[src/design/sha_pkg.sv]
package sha_pkg;

    typedef enum logic [2:0] {
        ST_IDLE,
        ST_PAD,
        ST_LOAD,
        ST_ROUND,
        ST_ADD,
        ST_EMIT
    } state_t;

    localparam logic [7:0] PAD_BYTE = 8'h80;

    function automatic logic [31:0] round_k(input logic [5:0] i);
        logic [31:0] k [0:63];
        k = '{
            32'h428a2f98, 32'h71374491, 32'hb5c0fbcf, 32'he9b5dba5,
            32'h3956c25b, 32'h59f111f1, 32'h923f82a4, 32'hab1c5ed5,
            32'hd807aa98, 32'h12835b01, 32'h243185be, 32'h550c7dc3,
            32'h72be5d74, 32'h80deb1fe, 32'h9bdc06a7, 32'hc19bf174,
            32'he49b69c1, 32'hefbe4786, 32'h0fc19dc6, 32'h240ca1cc,
            32'h2de92c6f, 32'h4a7484aa, 32'h5cb0a9dc, 32'h76f988da,
            32'h983e5152, 32'ha831c66d, 32'hb00327c8, 32'hbf597fc7,
            32'hc6e00bf3, 32'hd5a79147, 32'h06ca6351, 32'h14292967,
            32'h27b70a85, 32'h2e1b2138, 32'h4d2c6dfc, 32'h53380d13,
            32'h650a7354, 32'h766a0abb, 32'h81c2c92e, 32'h92722c85,
            32'ha2bfe8a1, 32'ha81a664b, 32'hc24b8b70, 32'hc76c51a3,
            32'hd192e819, 32'hd6990624, 32'hf40e3585, 32'h106aa070,
            32'h19a4c116, 32'h1e376c08, 32'h2748774c, 32'h34b0bcb5,
            32'h391c0cb3, 32'h4ed8aa4a, 32'h5b9cca4f, 32'h682e6ff3,
            32'h748f82ee, 32'h78a5636f, 32'h84c87814, 32'h8cc70208,
            32'h90befffa, 32'ha4506ceb, 32'hbef9a3f7, 32'hc67178f2
        };
        return k[i];
    endfunction

    function automatic logic [31:0] init_h(input logic [2:0] i);
        logic [31:0] h [0:7];
        h = '{
            32'h6a09e667, 32'hbb67ae85, 32'h3c6ef372, 32'ha54ff53a,
            32'h510e527f, 32'h9b05688c, 32'h1f83d9ab, 32'h5be0cd19
        };
        return h[i];
    endfunction

    function automatic logic [31:0] rotr(input logic [31:0] x, input int n);
        return (x >> n) | (x << (32 - n));
    endfunction

endpackage

[src/design/sha_ram.sv]
module sha_ram #(
    parameter int WIDTH = 8,
    parameter int DEPTH = 64
) (
    input  logic                     clk,
    input  logic                     we,
    input  logic [$clog2(DEPTH)-1:0] waddr,
    input  logic [WIDTH-1:0]         wdata,
    input  logic [$clog2(DEPTH)-1:0] raddr,
    output logic [WIDTH-1:0]         rdata
);

    logic [WIDTH-1:0] mem [0:DEPTH-1];

    always_ff @(posedge clk)
    begin
        if (we)
        begin
            mem[waddr] <= wdata;
        end
        rdata <= mem[raddr];
    end

endmodule

[src/design/sha_core.sv]
module sha_core (
    input  logic        clk,
    input  logic        rst_n,
    input  logic        start,
    input  logic        init,
    output logic        busy,
    output logic [5:0]  buf_raddr,
    input  logic [7:0]  buf_rdata,
    input  logic [2:0]  hout_idx,
    output logic [31:0] hout
);
    import sha_pkg::*;

    // phase: 0 idle, 1 load words, 2 rounds, 3 chain add
    logic [1:0]  phase_reg, phase_next;
    logic [6:0]  cnt_reg, cnt_next;
    logic [31:0] h_reg [0:7];
    logic [31:0] v_reg [0:7];
    logic [31:0] w_reg [0:15];
    logic [31:0] wbuild_reg;
    logic [31:0] s0, s1, wnew, t1, t2, wr;
    logic        rd_valid_reg;

    assign busy = (phase_reg != 2'd0);
    assign hout = h_reg[hout_idx];
    assign buf_raddr = cnt_reg[5:0];

    always_comb
    begin
        phase_next = phase_reg;
        cnt_next = cnt_reg;
        case (phase_reg)
            2'd0:
            begin
                if (start)
                begin
                    phase_next = 2'd1;
                    cnt_next = '0;
                end
            end
            2'd1:
            begin
                cnt_next = cnt_reg + 7'd1;
                if (cnt_reg == 7'd64)
                begin
                    phase_next = 2'd2;
                    cnt_next = '0;
                end
            end
            2'd2:
            begin
                cnt_next = cnt_reg + 7'd1;
                if (cnt_reg == 7'd63)
                begin
                    phase_next = 2'd3;
                end
            end
            default:
            begin
                phase_next = 2'd0;
            end
        endcase
    end

    assign s0 = rotr(w_reg[1], 7) ^ rotr(w_reg[1], 18) ^ (w_reg[1] >> 3);
    assign s1 = rotr(w_reg[14], 17) ^ rotr(w_reg[14], 19) ^ (w_reg[14] >> 10);
    assign wnew = w_reg[0] + s0 + w_reg[9] + s1;
    assign wr = (cnt_reg < 7'd16) ? w_reg[cnt_reg[3:0]] : w_reg[15];
    assign t1 = v_reg[7] + (rotr(v_reg[4], 6) ^ rotr(v_reg[4], 11) ^ rotr(v_reg[4], 25))
        + ((v_reg[4] & v_reg[5]) ^ (~v_reg[4] & v_reg[6])) + round_k(cnt_reg[5:0]) + wr;
    assign t2 = (rotr(v_reg[0], 2) ^ rotr(v_reg[0], 13) ^ rotr(v_reg[0], 22))
        + ((v_reg[0] & v_reg[1]) ^ (v_reg[0] & v_reg[2]) ^ (v_reg[1] & v_reg[2]));

    always_ff @(posedge clk or negedge rst_n)
    begin
        if (!rst_n)
        begin
            phase_reg <= 2'd0;
            cnt_reg <= '0;
            rd_valid_reg <= 1'b0;
            for (int i = 0; i < 8; i++)
            begin
                h_reg[i] <= init_h(3'(i));
            end
        end
        else
        begin
            phase_reg <= phase_next;
            cnt_reg <= cnt_next;
            rd_valid_reg <= (phase_reg == 2'd1) && (cnt_reg < 7'd64);
            if (init)
            begin
                for (int i = 0; i < 8; i++)
                begin
                    h_reg[i] <= init_h(3'(i));
                end
            end
            else if (phase_reg == 2'd3)
            begin
                for (int i = 0; i < 8; i++)
                begin
                    h_reg[i] <= h_reg[i] + v_reg[i];
                end
            end
        end
    end

    always_ff @(posedge clk)
    begin
        if (phase_reg == 2'd1 && rd_valid_reg)
        begin
            wbuild_reg <= {wbuild_reg[23:0], buf_rdata};
            if (cnt_reg[1:0] == 2'd0)
            begin
                for (int i = 0; i < 15; i++)
                begin
                    w_reg[i] <= w_reg[i+1];
                end
                w_reg[15] <= {wbuild_reg[23:0], buf_rdata};
            end
        end
        if (phase_reg == 2'd1 && cnt_reg == 7'd64)
        begin
            for (int i = 0; i < 8; i++)
            begin
                v_reg[i] <= h_reg[i];
            end
        end
        if (phase_reg == 2'd2)
        begin
            v_reg[7] <= v_reg[6];
            v_reg[6] <= v_reg[5];
            v_reg[5] <= v_reg[4];
            v_reg[4] <= v_reg[3] + t1;
            v_reg[3] <= v_reg[2];
            v_reg[2] <= v_reg[1];
            v_reg[1] <= v_reg[0];
            v_reg[0] <= t1 + t2;
            if (cnt_reg >= 7'd15)
            begin
                for (int i = 0; i < 15; i++)
                begin
                    w_reg[i] <= w_reg[i+1];
                end
                w_reg[15] <= wnew;
            end
        end
    end

    property p_start_idle;
        @(posedge clk) disable iff (!rst_n) start |-> !busy;
    endproperty
    assert property (p_start_idle) else $error("start while busy");

    property p_load_to_round;
        @(posedge clk) disable iff (!rst_n)
            (phase_reg == 2'd1 && cnt_reg == 7'd64) |=> (phase_reg == 2'd2 && cnt_reg == 7'd0);
    endproperty
    assert property (p_load_to_round) else $error("load did not end in rounds");

    property p_round_end;
        @(posedge clk) disable iff (!rst_n)
            (phase_reg == 2'd2 && cnt_reg == 7'd63) |=> (phase_reg == 2'd3);
    endproperty
    assert property (p_round_end) else $error("rounds did not end in chain add");

endmodule

[src/design/sha256_stream_hasher.sv]
// sha-256 hasher for a byte stream
// s_axis: one request per message item, tuser = kind (0 byte, 1 finish),
//   tdata = message byte
// m_axis: eight digest words per finish, tdata = word, tuser = word index,
//   tlast on the eighth word
// a byte request is written straight into the buffer ram; every 64th byte starts a
// compression that holds s_axis_tready low until it is done (64 buffer reads
// through the single block ram read port, then 64 rounds of the single round unit)
// finish writes the padding bytes one a cycle into the buffer, pausing during
// each compression that starts when the buffer fills, then offers the eight words
// the digest takes one word a cycle while m_axis_tready is high; a stall
// just holds the current word and no new request is taken until all
// eight words are gone, after which the hasher is ready for a new message
// reset returns the chaining words to the initial values and clears the
// byte counters; the buffer ram needs no clearing
module sha256_stream_hasher (
    input  logic        clk,
    input  logic        rst_n,
    input  logic        s_axis_tvalid,
    output logic        s_axis_tready,
    input  logic [7:0]  s_axis_tdata,   // data_byte
    input  logic        s_axis_tuser,   // kind
    output logic        m_axis_tvalid,
    input  logic        m_axis_tready,
    output logic [31:0] m_axis_tdata,   // digest_word
    output logic [2:0]  m_axis_tuser,   // word_index
    output logic        m_axis_tlast    // last_word
);
    import sha_pkg::*;

    state_t      state_reg, state_next;
    logic [5:0]  fill_reg, fill_next;
    logic [60:0] msg_reg, msg_next;
    logic [63:0] bits_reg, bits_next;
    logic [2:0]  widx_reg, widx_next;
    logic        len_reg, len_next;
    logic        we, start, init, busy;
    logic [7:0]  wdata;
    logic [5:0]  raddr;
    logic [7:0]  rdata;
    logic        acc;

    sha_ram #(.WIDTH(8), .DEPTH(64)) u_buf (
        .clk(clk), .we(we), .waddr(fill_reg), .wdata(wdata),
        .raddr(raddr), .rdata(rdata)
    );

    sha_core u_core (
        .clk(clk), .rst_n(rst_n), .start(start), .init(init), .busy(busy),
        .buf_raddr(raddr), .buf_rdata(rdata), .hout_idx(widx_reg), .hout(m_axis_tdata)
    );

    assign acc = s_axis_tvalid && s_axis_tready;
    assign s_axis_tready = (state_reg == ST_IDLE) && !busy;
    assign m_axis_tvalid = (state_reg == ST_EMIT);
    assign m_axis_tuser = widx_reg;
    assign m_axis_tlast = (widx_reg == 3'd7);

    always_comb
    begin
        state_next = state_reg;
        fill_next = fill_reg;
        msg_next = msg_reg;
        bits_next = bits_reg;
        widx_next = widx_reg;
        len_next = len_reg;
        we = 1'b0;
        wdata = s_axis_tdata;
        start = 1'b0;
        init = 1'b0;
        case (state_reg)
            ST_IDLE:
            begin
                if (acc && !s_axis_tuser)
                begin
                    we = 1'b1;
                    fill_next = fill_reg + 6'd1;
                    msg_next = msg_reg + 61'd1;
                    start = (fill_reg == 6'd63);
                end
                else if (acc)
                begin
                    we = 1'b1;
                    wdata = PAD_BYTE;
                    bits_next = {msg_reg, 3'b000};
                    fill_next = fill_reg + 6'd1;
                    start = (fill_reg == 6'd63);
                    len_next = (fill_reg == 6'd55);
                    state_next = ST_PAD;
                end
            end
            ST_PAD:
            begin
                if (!busy)
                begin
                    we = 1'b1;
                    fill_next = fill_reg + 6'd1;
                    start = (fill_reg == 6'd63);
                    if (len_reg)
                    begin
                        wdata = bits_reg[63:56];
                        bits_next = {bits_reg[55:0], 8'h00};
                        if (fill_reg == 6'd63)
                        begin
                            state_next = ST_ROUND;
                        end
                    end
                    else
                    begin
                        wdata = 8'h00;
                        if (fill_reg == 6'd55)
                        begin
                            len_next = 1'b1;
                        end
                    end
                end
            end
            ST_ROUND:
            begin
                if (!busy && !start)
                begin
                    state_next = ST_EMIT;
                    widx_next = '0;
                end
            end
            ST_EMIT:
            begin
                if (m_axis_tready)
                begin
                    widx_next = widx_reg + 3'd1;
                    if (widx_reg == 3'd7)
                    begin
                        init = 1'b1;
                        msg_next = '0;
                        fill_next = '0;
                        state_next = ST_IDLE;
                    end
                end
            end
            default:
            begin
                state_next = ST_IDLE;
            end
        endcase
    end

    always_ff @(posedge clk or negedge rst_n)
    begin
        if (!rst_n)
        begin
            state_reg <= ST_IDLE;
            fill_reg <= '0;
            msg_reg <= '0;
            widx_reg <= '0;
            len_reg <= 1'b0;
        end
        else
        begin
            state_reg <= state_next;
            fill_reg <= fill_next;
            msg_reg <= msg_next;
            widx_reg <= widx_next;
            len_reg <= len_next;
        end
    end

    always_ff @(posedge clk)
    begin
        bits_reg <= bits_next;
    end

    property p_no_req_in_emit;
        @(posedge clk) disable iff (!rst_n) m_axis_tvalid |-> !s_axis_tready;
    endproperty
    assert property (p_no_req_in_emit) else $error("request taken during digest");

    property p_emit_core_idle;
        @(posedge clk) disable iff (!rst_n) m_axis_tvalid |-> !busy;
    endproperty
    assert property (p_emit_core_idle) else $error("digest while compressing");

    property p_last_returns_idle;
        @(posedge clk) disable iff (!rst_n)
            (m_axis_tvalid && m_axis_tready && m_axis_tlast) |=> (state_reg == ST_IDLE);
    endproperty
    assert property (p_last_returns_idle) else $error("no return to idle after digest");

endmodule

[config.mk]
export PLATFORM = sky130hd
export DESIGN_NAME = sha256_stream_hasher
export DESIGN_NICKNAME = d
export VERILOG_FILES = /design/src/design/sha_pkg.sv /design/src/design/sha_ram.sv /design/src/design/sha_core.sv /design/src/design/sha256_stream_hasher.sv
export SDC_FILE = /design/constraint.sdc
export NUM_CORES = 2
export LEC_CHECK = 0
export BUFFER_PORTS_ARGS = -buffer_cell sky130_fd_sc_hd__buf_2
export CAP_MARGIN = 20
export CORE_MARGIN = 1
export CORE_UTILIZATION = 40
export CTS_BUF_LIST = sky130_fd_sc_hd__clkbuf_8
export CTS_CLUSTER_DIAMETER = 120
export DETAILED_ROUTE_END_ITERATION = 8
export SLEW_MARGIN = 20
export SYNTH_ARGS = -nofsm -noshare
export SYNTH_HDL_FRONTEND = slang
export SYNTH_SLANG_ARGS = --single-unit
[constraint.sdc]
create_clock -name clk -period 91.3 [get_ports clk]
set_clock_uncertainty 0.1 [all_clocks]
set_input_delay 0 -clock clk [delete_from_list [all_inputs] [get_ports clk]]
set_output_delay 0 -clock clk [all_outputs]
set_load 0.01 [all_outputs]
==> flow_metrics.env <==
export IMPL_synthTopCellsByCount="1365 x edfxtp_1, 551 x nor2_1, 467 x nand2_1, 439 x a21oi_1, 401 x ha_1"
export IMPL_drive_above_1_share_pct=18.7
export IMPL_vdd_drop_max_mv=0.0134
export IMPL_cp_slowest_stage_delay_ns=0.87
export IMPL_yosysMostFrequentCell="edfxtp_1"
export IMPL_io_buffer_count=50
export IMPL_start_util_pct=40.3
export IMPL_yosysTopAreaCellShare_pct=42.1
export IMPL_grt_pass1_vias=62900
export IMPL_grt_ovfl_total=0
export IMPL_area_growth_synth_to_final_pct=10.0
export IMPL_via_per_inst=5.73
export IMPL_hp_class="in -> async"
export IMPL_relSlewSlack_pct=19.0
export IMPL_cts_setup_buffers=0
export IMPL_cts_tree="yes"
export IMPL_worstPathMaxFanout=101
export IMPL_totalWireLength_microns=284000
export IMPL_r2r_setup_slack_ns=79.77
export IMPL_syn_inst=7564
export IMPL_slew_violations=0
export IMPL_io_pins=51
export IMPL_ys_flop_type="edfxtp_1"
export IMPL_clkSlewWorstSetupHoldPaths_ns=0.06
export IMPL_place_gp_congestion=0.949
export IMPL_final_fill_count=22000
export IMPL_post_cts_resized=0
export IMPL_rows=180
export IMPL_cpMostUsedCell="a21oi_1"
export IMPL_instances_no_fill=11100
export IMPL_critPathSlowestCell="buf_4"
export IMPL_via_count=63600
export IMPL_total_power_mw=1.53
export IMPL_syn_cell_area_sq_um=97300
export IMPL_crit_required_ns=91.94
export IMPL_powerDensity_nw_per_um2=14.3
export IMPL_fin_tns_setup_ns=0
export IMPL_rsz0062_at_grt="false"
export IMPL_setup_violations_final=0
export IMPL_synth_top_cell_by_area="edfxtp_1"
export IMPL_fmax_mhz=86.7
export IMPL_start_kind="flip-flop"
export IMPL_clock_sinks=1713
export IMPL_async_reset_ff_share_pct=19.8
export IMPL_setup_worst_path_end_class="flip-flop"
export IMPL_place_inst=10500
export IMPL_synth_area_leaders="edfxtp_1 42%, mux4_2 9.3%, dfrtp_1 5.2%"
export IMPL_synth_net_count=8173
export IMPL_fin_crit_sh_pct=12.6
export IMPL_yosys_warnings=0
export IMPL_cp_data_arrival_time_ns=12.17
export IMPL_avgSynthCellArea_sq_um=12.9
export IMPL_cap_violations=0
export IMPL_clock_latency_ns=1.09
export IMPL_clock_path_buffers=4
export IMPL_die_area_sq_um=245000
export IMPL_ys_seq_area_share_pct=51.2
export IMPL_reg2reg_from="u_core.cnt_reg[1]"
export IMPL_die_x_microns=495
export IMPL_synth_seq_cells=1713
export IMPL_routedWlPerCell_microns=25.6
export IMPL_drtPass1Iterations=6
export IMPL_finalHoldViolations=0
export IMPL_grt_pass1_wl_microns=421000
export IMPL_nets=8294
export IMPL_status="completed"
export IMPL_worstSetupPathType="reg -> reg"
export IMPL_antenna_found_initial=7
export IMPL_drt_iter0_markers=6008
export IMPL_leakage_nw=39.9
export IMPL_min_period_ns=11.53
export IMPL_cts_buffers=315
export IMPL_grt_max_degree=154
export IMPL_cp_startpoint="u_core.cnt_reg[1]"
export IMPL_worstMarginPinSlew_ns=1.22
export IMPL_synth_enable_flop_cells=1365
export IMPL_die_y_microns=495
export IMPL_ant_nets=0
export IMPL_htreeDepth=5
export IMPL_synth_distinct_cells=92
export IMPL_core_area_sq_um=241000
export IMPL_cts_root_buf="clkbuf_8"
export IMPL_dp_hpwl_microns=199000
export IMPL_drc=0
export IMPL_grt_usage_pct=23.0
==> area by class of cell <==
type / instances / area [sq um] / area share [%]
repair buffers: 167 / 1290 / 1.21
inverters: 375 / 1420 / 1.32
clock inverters: 206 / 1010 / 0.946
diodes: 4 / 10.0 / 0.00935
clock buffers: 340 / 4680 / 4.37
well taps: 3185 / 3990 / 3.72
flip-flops and latches: 1713 / 49900 / 46.6
multi-input cells: 5113 / 44800 / 41.9
==> repair_timing <==
item | 4_1_cts | 5_1_grt
endpoints found under the setup margin | 0 | 0
hold buffers | 23 | 0
hold endpoints to repair | 734 | 0
==> routing by layer <==
metal  global-route usage [%]  routed length (microns)
met3                     4.03                    19100
met2                     35.3                   129000
met4                     5.88                     6010
met5                        0                       13
met1                     33.8                   130000
==> cell families (layout without fill, tap and decap cells) <==
kind of cell,after synthesis,count (layout),share of synthesized area (%)
AOI/OAI and AO/OA,1457,1457,9.29
xor gates and xnor gates,607,607,5.46
adders and majority gates,618,618,9.39
buffers and inverters,738,1088,2.85
DFF,1713,1713,51.2
muxes,865,865,14.5
other,0,4,0
and+or+nand+nor,1566,1566,7.33
==> worst max-delay path, delay by kind of cell (launching register included) <==
kind / cells / cell delay, ns
and+or+nand+nor: 7 / 1.50
DFF: 1 / 0.40
adders and majority gates: 4 / 1.56
AOI/OAI and AO/OA: 12 / 3.28
buffers and inverters: 4 / 2.36
xor gates and xnor gates: 1 / 0.14
muxes: 3 / 1.67
==> stage by stage <==
stage	hold slack [ns]	instance area, sq um	worst slack, ns	utilization [%]
3_3_place_gp	-0.0554	101000	79.85	41.9
5_1_grt	0.0997	107000	79.25	44.4
4_1_cts	0.0248	107000	79.73	44.4
2_1_floorplan	-0.396	97300	51.05	-
6_report	0.112	107000	79.77	44.4
3_5_place_dp	-0.0500	101000	79.78	41.9
==> placed cells by master (no fill, tap or decap), drive strengths merged, types with 22 or more instances in the layout <==
master	count
mux2	335
clkbuf	340
ha	401
a31oi	55
dfrtp	204
xor2	213
nor2	551
a211oi	71
or3	35
and3	39
edfxtp	1365
o31ai	39
o211ai	32
inv	478
nand3	109
o21bai	37
clkinv	86
nand2	467
maj3	22
dlygate4sd3	22
o21a	51
xnor2	394
a21o	163
a21oi	439
mux4	400
nand2b	77
mux2i	130
dfstp	136
nor2b	69
buf	145
o21ai	391
nor3	88
nand4	30
fa	195
==> where the power goes <==
group | switching [mW] | leakage [nW] | internal, mW
combinational | 0.00769 | 19.8 | 0.00143
clock | 0.331 | 3.28 | 0.356
sequential | 0 | 16.8 | 0.837
==> path summary, 6_finish.rpt <==
kind | endpoint | cells after the start
setup reg to reg | u_core.v_reg[0][31] | 31
hold / removal | u_core.h_reg[167] | 4
hold reg to reg | u_core.w_reg[12][1] | 0
max in group asynchronous | u_core.cnt_reg[0] | 5
min in group clk | state_reg[0] | 6
setup / recovery | u_core.v_reg[0][31] | 31
(Power assumes the default switching activity.)
